## src/hdl/tts_pkg.sv

```systemverilog
// Package for the tick trading signal engine.
// Holds the widths, the codes and the decision operand bundle.
// It depends on nothing else.
package tts_pkg;

  localparam int PRICE_BITS = 20;
  localparam int MID_BITS   = PRICE_BITS + 1;
  localparam int HIST_DEPTH = 64;
  localparam int PTR_BITS   = $clog2(HIST_DEPTH);
  localparam int CNT_BITS   = PTR_BITS + 1;
  localparam int SUM_BITS   = MID_BITS + PTR_BITS;
  localparam int THR_BITS   = 16;
  localparam int LOT_BITS   = 16;
  localparam int SCAL_BITS  = 8;
  localparam int QTY_BITS   = 24;
  localparam int SIDE_BITS  = 2;
  localparam int MODE_BITS  = 2;
  localparam int CFG_BITS   = 16;
  localparam int IDX_BITS   = 3;
  localparam int IN_BITS    = 40;
  localparam int OUT_BITS   = 48;

  localparam logic [SIDE_BITS-1:0] SIDE_HOLD = 2'd0;
  localparam logic [SIDE_BITS-1:0] SIDE_BUY  = 2'd1;
  localparam logic [SIDE_BITS-1:0] SIDE_SELL = 2'd2;

  localparam logic [MODE_BITS-1:0] MODE_MOMENTUM  = 2'd0;
  localparam logic [MODE_BITS-1:0] MODE_REVERSION = 2'd1;

  localparam logic [IDX_BITS-1:0] REG_MODE     = 3'd0;
  localparam logic [IDX_BITS-1:0] REG_LOOKBACK = 3'd1;
  localparam logic [IDX_BITS-1:0] REG_WINDOW   = 3'd2;
  localparam logic [IDX_BITS-1:0] REG_ENTRY    = 3'd3;
  localparam logic [IDX_BITS-1:0] REG_DEV      = 3'd4;
  localparam logic [IDX_BITS-1:0] REG_LOT      = 3'd5;
  localparam logic [IDX_BITS-1:0] REG_SCALAR   = 3'd6;

  typedef struct packed {
    logic [MODE_BITS-1:0] mode;
    logic [MID_BITS-1:0]  mid;
    logic [MID_BITS-1:0]  past;
    logic [SUM_BITS-1:0]  sum;
    logic [CNT_BITS-1:0]  lookback;
    logic [CNT_BITS-1:0]  window;
    logic [CNT_BITS-1:0]  fill;
    logic [THR_BITS-1:0]  entry_thr;
    logic [THR_BITS-1:0]  dev_thr;
  } dec_op_t;

endpackage

```

## src/hdl/tick_trading_signal_engine.sv

```systemverilog
// Top level of the tick trading signal engine: sequencer, history memory,
// running window sum, configuration registers and the result register.
// Depends on tts_pkg and tts_decide.
//
//  Channel  | Direction | Signals                          | Payload
//  ---------+-----------+----------------------------------+------------------------------
//  s_*      | in        | s_tvalid, s_tready, s_tdata[39:0] | ask_price, bid_price
//  m_*      | out       | m_tvalid, m_tready, m_tdata[47:0] | side, quantity, order_price
//  cfg_*    | in        | cfg_wr_en, cfg_index, cfg_wdata  | register write, no read-back
//
// A tick runs these steps in order: accept with the first history read, a second read, the
// multiply stage, and the decide stage that writes the history and the result.
// The single read port of the history memory makes the two reads separate steps.
// After a write of window_length the next tick first resums the window from the
// memory, one entry a cycle, over min(window_length, stored ticks) entries.
// Reset needs no clearing pass. A result waits in the output register while the
// next tick is worked; the decide stage waits only while that register is full.
module tick_trading_signal_engine (
  input  logic                          clk,
  input  logic                          rst,
  input  logic                          s_tvalid,
  output logic                          s_tready,
  input  logic [tts_pkg::IN_BITS-1:0]   s_tdata,   // ask_price[19:0], bid_price[39:20]
  output logic                          m_tvalid,
  input  logic                          m_tready,
  output logic [tts_pkg::OUT_BITS-1:0]  m_tdata,   // side[1:0], quantity[25:2],
                                                   // order_price[45:26], zero[47:46]
  input  logic                          cfg_wr_en,
  input  logic [tts_pkg::IDX_BITS-1:0]  cfg_index,
  input  logic [tts_pkg::CFG_BITS-1:0]  cfg_wdata
);
  import tts_pkg::*;

  localparam logic [2:0] ST_IDLE  = 3'd0;
  localparam logic [2:0] ST_SWEEP = 3'd1;
  localparam logic [2:0] ST_RDA   = 3'd2;
  localparam logic [2:0] ST_RDB   = 3'd3;
  localparam logic [2:0] ST_MUL   = 3'd4;
  localparam logic [2:0] ST_DEC   = 3'd5;

  logic [2:0]            state;
  logic [MODE_BITS-1:0]  mode;
  logic [CNT_BITS-1:0]   lookback;
  logic [CNT_BITS-1:0]   window;
  logic [THR_BITS-1:0]   entry_thr;
  logic [THR_BITS-1:0]   dev_thr;
  logic [LOT_BITS-1:0]   lot_size;
  logic [SCAL_BITS-1:0]  scalar;

  logic [PTR_BITS-1:0]   wp;
  logic [CNT_BITS-1:0]   fill;
  logic [SUM_BITS-1:0]   sum;
  logic                  dirty;
  logic [CNT_BITS-1:0]   sw_cnt;
  logic                  pend;

  logic [PRICE_BITS-1:0] ask;
  logic [PRICE_BITS-1:0] bid;
  logic [MID_BITS-1:0]   mid;
  logic [MID_BITS-1:0]   past;
  logic [MID_BITS-1:0]   old;
  logic [QTY_BITS-1:0]   qty;

  logic [MID_BITS-1:0]   mem [HIST_DEPTH];
  logic [PTR_BITS-1:0]   rd_addr;
  logic [MID_BITS-1:0]   rdata;
  logic                  mem_we;

  logic [CNT_BITS-1:0]   sw_n;
  logic                  fire;
  dec_op_t               op;
  logic [SIDE_BITS-1:0]  side;
  logic [PRICE_BITS-1:0] price;

  assign s_tready = (state == ST_IDLE);
  assign fire     = (state == ST_DEC) && (!m_tvalid || m_tready);
  assign mem_we   = fire;
  assign sw_n     = (window < fill) ? window : fill;

  always_comb begin
    case (state)
      ST_SWEEP: rd_addr = wp - sw_cnt[PTR_BITS-1:0];
      ST_RDB:   rd_addr = wp - window[PTR_BITS-1:0];
      default:  rd_addr = wp - lookback[PTR_BITS-1:0];
    endcase
  end

  always_ff @(posedge clk) begin
    if (mem_we) begin
      mem[wp] <= mid;
    end
    rdata <= mem[rd_addr];
  end

  always_comb begin
    op.mode      = mode;
    op.mid       = mid;
    op.past      = past;
    op.sum       = sum;
    op.lookback  = lookback;
    op.window    = window;
    op.fill      = fill;
    op.entry_thr = entry_thr;
    op.dev_thr   = dev_thr;
  end

  tts_decide u_decide (
    .clk  (clk),
    .load (state == ST_MUL),
    .op   (op),
    .side (side)
  );

  always_comb begin
    if ((mode == MODE_MOMENTUM) == (side == SIDE_BUY)) begin
      price = ask;
    end else begin
      price = bid;
    end
  end

  always_ff @(posedge clk) begin
    if (rst) begin
      mode      <= MODE_MOMENTUM;
      lookback  <= CNT_BITS'(1);
      window    <= CNT_BITS'(1);
      entry_thr <= '0;
      dev_thr   <= '0;
      lot_size  <= '0;
      scalar    <= '0;
    end else if (cfg_wr_en) begin
      case (cfg_index)
        REG_MODE:     mode      <= cfg_wdata[MODE_BITS-1:0];
        REG_LOOKBACK: lookback  <= cfg_wdata[CNT_BITS-1:0];
        REG_WINDOW:   window    <= cfg_wdata[CNT_BITS-1:0];
        REG_ENTRY:    entry_thr <= cfg_wdata[THR_BITS-1:0];
        REG_DEV:      dev_thr   <= cfg_wdata[THR_BITS-1:0];
        REG_LOT:      lot_size  <= cfg_wdata[LOT_BITS-1:0];
        REG_SCALAR:   scalar    <= cfg_wdata[SCAL_BITS-1:0];
        default: ;
      endcase
    end
  end

  always_ff @(posedge clk) begin
    if (rst) begin
      state    <= ST_IDLE;
      wp       <= '0;
      fill     <= '0;
      sum      <= '0;
      dirty    <= 1'b0;
      pend     <= 1'b0;
      sw_cnt   <= '0;
      m_tvalid <= 1'b0;
    end else begin
      if (cfg_wr_en && (cfg_index == REG_WINDOW)) begin
        dirty <= 1'b1;
      end
      if (m_tvalid && m_tready && !fire) begin
        m_tvalid <= 1'b0;
      end
      case (state)
        ST_IDLE: begin
          if (s_tvalid) begin
            if (dirty) begin
              sum    <= '0;
              sw_cnt <= CNT_BITS'(1);
              pend   <= 1'b0;
              state  <= ST_SWEEP;
            end else begin
              state <= ST_RDB;
            end
          end
        end
        ST_SWEEP: begin
          if (sw_cnt <= sw_n) begin
            sw_cnt <= sw_cnt + CNT_BITS'(1);
            pend   <= 1'b1;
          end else begin
            pend <= 1'b0;
          end
          if (pend) begin
            sum <= sum + SUM_BITS'(rdata);
          end
          if ((sw_cnt > sw_n) && !pend) begin
            dirty <= 1'b0;
            state <= ST_RDA;
          end
        end
        ST_RDA: state <= ST_RDB;
        ST_RDB: state <= ST_MUL;
        ST_MUL: state <= ST_DEC;
        ST_DEC: begin
          if (fire) begin
            m_tvalid <= 1'b1;
            wp       <= wp + PTR_BITS'(1);
            if (fill < CNT_BITS'(HIST_DEPTH)) begin
              fill <= fill + CNT_BITS'(1);
            end
            if ((window != '0) && (fill >= window)) begin
              sum <= sum + SUM_BITS'(mid) - SUM_BITS'(old);
            end else begin
              sum <= sum + SUM_BITS'(mid);
            end
            state <= ST_IDLE;
          end
        end
        default: state <= ST_IDLE;
      endcase
    end
  end

  always_ff @(posedge clk) begin
    if (s_tvalid && s_tready) begin
      ask <= s_tdata[PRICE_BITS-1:0];
      bid <= s_tdata[2*PRICE_BITS-1:PRICE_BITS];
      mid <= {1'b0, s_tdata[PRICE_BITS-1:0]} + {1'b0, s_tdata[2*PRICE_BITS-1:PRICE_BITS]};
    end
    if (state == ST_RDB) begin
      past <= rdata;
    end
    if (state == ST_MUL) begin
      old <= rdata;
      qty <= QTY_BITS'(lot_size * scalar);
    end
    if (fire) begin
      if (side == SIDE_HOLD) begin
        m_tdata <= '0;
      end else begin
        m_tdata <= {{(OUT_BITS - SIDE_BITS - QTY_BITS - PRICE_BITS){1'b0}}, price, qty, side};
      end
    end
  end

  a_side_code: assert property (@(posedge clk) disable iff (rst)
    m_tvalid |-> (m_tdata[SIDE_BITS-1:0] != 2'd3))
    else $error("result side code out of range");

  a_hold_zero: assert property (@(posedge clk) disable iff (rst)
    (m_tvalid && (m_tdata[SIDE_BITS-1:0] == SIDE_HOLD))
      |-> (m_tdata[OUT_BITS-1:SIDE_BITS] == '0))
    else $error("hold result carries a quantity or price");

  a_fill_bound: assert property (@(posedge clk) disable iff (rst)
    fill <= CNT_BITS'(HIST_DEPTH))
    else $error("fill count beyond history depth");

  a_wp_step: assert property (@(posedge clk) disable iff (rst)
    fire |=> (wp == $past(wp) + PTR_BITS'(1)) && m_tvalid)
    else $error("history pointer or result not advanced on decide");

  a_dirty_clear: assert property (@(posedge clk) disable iff (rst)
    $fell(dirty) |-> ($past(state) == ST_SWEEP) || $past(rst))
    else $error("window sum marked clean without a resum");

endmodule

```

## src/hdl/tts_decide.sv

```systemverilog
// Decision unit: one multiply stage and one compare stage.
// Uses tts_pkg for widths, side codes and the operand bundle.
module tts_decide (
  input  logic                          clk,
  input  logic                          load,
  input  tts_pkg::dec_op_t              op,
  output logic [tts_pkg::SIDE_BITS-1:0] side
);
  import tts_pkg::*;

  localparam int MOM_RHS_BITS = THR_BITS + MID_BITS;
  localparam int MOM_CMP_BITS = MID_BITS + 1 + 16;
  localparam int WMID_BITS    = CNT_BITS + MID_BITS;
  localparam int REV_RHS_BITS = THR_BITS + SUM_BITS;
  localparam int DEV_BITS     = WMID_BITS + 1;
  localparam int REV_CMP_BITS = DEV_BITS + 16;

  logic [MODE_BITS-1:0]        mode_q;
  logic                        mom_ok;
  logic                        rev_ok;
  logic signed [MID_BITS:0]    delta;
  logic [MOM_RHS_BITS-1:0]     mom_rhs;
  logic [WMID_BITS-1:0]        wmid;
  logic [REV_RHS_BITS-1:0]     rev_rhs;
  logic [SUM_BITS-1:0]         sum_q;

  logic signed [MOM_CMP_BITS-1:0] mom_lhs;
  logic signed [MOM_CMP_BITS-1:0] mom_r;
  logic signed [DEV_BITS-1:0]     dev;
  logic signed [REV_CMP_BITS-1:0] rev_lhs;
  logic signed [REV_CMP_BITS-1:0] rev_r;

  always_ff @(posedge clk) begin
    if (load) begin
      mode_q  <= op.mode;
      mom_ok  <= (op.lookback != '0) && (op.fill >= op.lookback) && (op.mid != '0);
      rev_ok  <= (op.window != '0) && (op.fill >= op.window) && (op.sum != '0);
      delta   <= $signed({1'b0, op.mid}) - $signed({1'b0, op.past});
      mom_rhs <= MOM_RHS_BITS'(op.entry_thr * op.mid);
      wmid    <= WMID_BITS'(op.window * op.mid);
      rev_rhs <= REV_RHS_BITS'(op.dev_thr * op.sum);
      sum_q   <= op.sum;
    end
  end

  always_comb begin
    mom_lhs = MOM_CMP_BITS'({delta, 16'd0});
    mom_r   = $signed({1'b0, mom_rhs});
    dev     = $signed({1'b0, wmid}) - $signed({{(DEV_BITS - SUM_BITS){1'b0}}, sum_q});
    rev_lhs = REV_CMP_BITS'({dev, 16'd0});
    rev_r   = $signed({{(REV_CMP_BITS - REV_RHS_BITS){1'b0}}, rev_rhs});
    side    = SIDE_HOLD;
    case (mode_q)
      MODE_MOMENTUM: begin
        if (mom_ok) begin
          if (mom_lhs >= mom_r) begin
            side = SIDE_BUY;
          end else if (mom_lhs <= -mom_r) begin
            side = SIDE_SELL;
          end
        end
      end
      MODE_REVERSION: begin
        if (rev_ok) begin
          if (rev_lhs >= rev_r) begin
            side = SIDE_SELL;
          end else if (rev_lhs <= -rev_r) begin
            side = SIDE_BUY;
          end
        end
      end
      default: side = SIDE_HOLD;
    endcase
  end

endmodule
```

## config.mk

```make
export PLATFORM = sky130hd
export DESIGN_NAME = tick_trading_signal_engine
export DESIGN_NICKNAME = d
export VERILOG_FILES = /design/src/hdl/tts_pkg.sv /design/src/hdl/tick_trading_signal_engine.sv /design/src/hdl/tts_decide.sv
export SDC_FILE = /design/constraint.sdc
export NUM_CORES = 2
export LEC_CHECK = 0
export ABC_AREA = 1
export BUFFER_PORTS_ARGS = -buffer_cell sky130_fd_sc_hd__buf_2
export CAP_MARGIN = 20
export CORE_UTILIZATION = 30
export DETAILED_ROUTE_END_ITERATION = 6
export PLACE_DENSITY = 0.48
export RECOVER_POWER = 50
export SLEW_MARGIN = 40
export SYNTH_ARGS = -nofsm -noshare
export SYNTH_HDL_FRONTEND = slang
export SYNTH_SLANG_ARGS = --single-unit
export TNS_END_PERCENT = 10
```

## constraint.sdc

```tcl
create_clock -name clk -period 18.24 [get_ports clk]
set_input_delay 3.648 -clock clk [delete_from_list [all_inputs] [get_ports clk]]
set_output_delay 3.648 -clock clk [all_outputs]
set_load 0.005 [all_outputs]
```

==> run metrics <==
Setup Crit Path Kind=reg2reg; Post-synth EDFFs=1678; DR vias=~82000; DRC viols=0; CTS Root Cell=clkbuf_16; die height=619 um; failing checks=capacitance limit, slew limit; Worst path slowest cell=clkbuf_1; Antenna Nets Post-Route=0; worst path cell trace=clkbuf_1 > clkbuf_1 > nand2_1 > fa_1 > inv_1 > fa_1 > inv_1 > fa_1 > fa_1 > fa_1 > fa_1 > inv_1 > ha_1 > a21oi_1 > a21boi_0 > o21ai_1 > a21oi_1 > o21ai_1 > a21oi_1 > xnor2_1; Chip Width=roughly 620 um; total clock sinks=roughly 1800; die area=roughly 380000 um^2; fin crit period=10710 ps; most common cell in the netlist=nand2_1; MaxCap Viol Count=50; asr flop ratio synth=0%; status=finished, violations left; WP data required=18840 ps; most used cell, CP=fa_1; Top FF cell, synth=edfxtp_1; Port-buffer cells=111; initial antenna violation count=16; synthesis warning total=0; period utilisation layout=approximately 59%; grt ovf=0; Slew Limit Fails=between 2000 and 2500; Num CTS Buffers=206; top post-synthesis cells by count=1914 x nand2_1, 1812 x inv_1, 1678 x edfxtp_1, 1180 x nor2_1, 1041 x o21ai_0; skew final=about 150 ps; slew margin rel.=-288%; setup_tns=0 ps; unrepaired setup endpoints after global routing=false; crit-path max FO=58; top-area cell type share of the netlist area=~44%; flops & latches, synth=roughly 1800; total power=between 15 and 20 mW; Cell Rows=226; final worst slack=about 7500 ps; GRT Util Overall=18.8%; vias in the first global route=about 81000; Max IR drop VDD=0.127 mV; CTS tree=done; power per cell area=around 120 nW/um^2; Resize count post-CTS=0; post-route cell area=between 100000 and 150000 um^2; Critical Path Source Type=flip-flop; first-pass GRT wire length=around 540000 um; Synth Cell Area=approximately 110000 um^2; area of the multi-input gates=approximately 52000 um^2; fmax=between 90 and 100 MHz; slew at the pin closest to its max-slew limit=between 5000 and 6000 ps; WL/cell=between 20 and 25 um; dominant cell type by area after synthesis=edfxtp_1; drt first pass iters=6; Hold Path Class=reg2reg; Setup Viol. Count Final=0; Max clock buf depth=4; sequential element share of the synthesized area=between 40% and 50%; placer congestion estimate=approximately 0.89; CP Capture Type=flip-flop; pin count of the biggest net entering global routing=170; worst-skew pair later-pin latency=960 ps; register area=roughly 53000 um^2; core area=approximately 380000 um^2; Area Overhead vs Synth=11.5%; Unique masters post-synth=67; CTS Hold Bufs=0; Post-CTS Setup Bufs=0; Detailed Route Iter0 Violations=6777; layout cells sized above 1=under 10%; Max stage delay on crit path=2500 ps; clock-pin slew on the worst setup and hold paths=60 ps; arrival time at the worst endpoint=between 10000 and 15000 ps; Area after DPL=about 120000 um^2; Max H-tree Level=4; post-DP HPWL=between 200000 and 250000 um; Initial Utilization=30.1%; synthesized area per cell=roughly 9.9 um^2; Post-Place Worst Slack=roughly 11000 ps; nets=13000; total wire length=~360000 um; # fillers=38800; Pleak=about 53 nW; via/cell ratio=between 4 and 5; ranking of synthesized cells by area=edfxtp_1 44%, fa_1 14%, ha_1 6.3%; final hold vios=0; I/O pin count=~110; Post-Syn Instances=11500
==> through the flow <==
stage	instances	hold WS, ps	utilization [%]
after floorplan	11500	403	-
after global placement	16300	443	31.9
after detailed placement	16300	451	31.9
after CTS	16700	465	33.7
after global routing	16700	480	33.6
final	16700	468	33.6
==> placed cells by master, fill, tap and decap left out, types with 31 or more instances in the layout <==
master | synthesis | final
buf_4 | 2 | 136
dfxtp_1 | 146 | 140
nand2_1 | 1914 | 1914
nor3_1 | 59 | 58
clkbuf_16 | 0 | 210
a31oi_1 | 71 | 71
nor2_2 | 30 | 89
nand4_1 | 56 | 56
a21oi_1 | 519 | 517
ha_1 | 575 | 574
o221ai_1 | 146 | 146
nor4_1 | 31 | 31
clkinv_2 | 0 | 35
nand3_1 | 233 | 232
clkbuf_1 | 488 | 155
clkinv_1 | 3 | 36
nor2_1 | 1180 | 1116
buf_2 | 38 | 71
fa_1 | 797 | 796
o22ai_1 | 165 | 165
inv_1 | 1812 | 1807
xnor2_1 | 85 | 83
edfxtp_1 | 1678 | 1678
xor2_1 | 162 | 160
o21ai_0 | 1041 | 1042
o211ai_1 | 64 | 64
==> layout make-up <==
type	instances	share of cell area, %
Antenna cell	4	0.00786
Clock buffer	263	4.36
Clock inverter	113	0.861
Inverter	1821	5.39
Multi-Input combinational cell	7332	40.9
Sequential cell	1824	41.9
Tap cell	5016	4.93
Timing Repair Buffer	339	1.66
==> flip-flops by register name, summed over array words and instances (netlist names), 20 cells and up <==
name,flops
mem,1344
m_tdata,46
u_decide.rev_rhs,43
u_decide.mom_rhs,37
u_decide.wmid,28
sum,27
u_decide.sum_q,27
qty,24
u_decide.delta,22
mid,21
old,21
past,21
rdata,21
ask,20
bid,20
==> routing by layer <==
layer | routed length [um] | up-vias | part of all wire (%) | track usage [%]
li1 | - | 38200 | - | -
met1 | 166000 | 41200 | 45 | 26.0
met2 | 169000 | 2163 | 46 | 31.2
met3 | 19700 | 420 | 5.4 | 2.31
met4 | 10100 | 2 | 2.8 | 4.69
met5 | 13 | - | 0.0036 | 0
==> kinds of logic (layout without fill, tap and decap cells) <==
| family | count (synthesis) | after routing | share of synthesized area (%) |
|---|---|---|---|
| AOI/OAI and AO/OA | 2151 | 2151 | 10.6 |
| muxes | 1 | 1 | 0.00877 |
| xor gates and xnor gates | 247 | 247 | 1.89 |
| buffers and inverters | 2384 | 2536 | 7.93 |
| DFF | 1824 | 1824 | 46.7 |
| adders and majority gates | 1372 | 1372 | 20.3 |
| and+or+nand+nor | 3559 | 3559 | 12.6 |
| other | 1 | 6 | 0.00328 |
==> path summary, 6_finish.rpt <==
kind | cells after the start | endpoint | from | slack [ps]
worst max-delay path | 20 | u_decide.mom_rhs[27] | mid[8] | 7530
worst min-delay path | 0 | u_decide.mode_q[0] | mode[0] | 470
worst max register to register | 20 | u_decide.mom_rhs[27] | mid[8] | 7530
worst min register to register | 0 | u_decide.mode_q[0] | mode[0] | 470
==> power breakdown <==
| part | internal [mW] | switching (mW) |
|---|---|---|
| clock network | 2.39 | 1.78 |
| logic | 1.54 | 4.41 |
| registers | 4.97 | 0.175 |
==> critical path, delay by kind of cell, from the launching register on <==
family                     cells  cell delay (ps)
buffers and inverters          5             4740
and+or+nand+nor                1              300
adders and majority gates      7             3410
xor gates and xnor gates       1              100
DFF                            1              320
AOI/OAI and AO/OA              6             1540
Note: power is estimated with default switching activity, not from simulation.
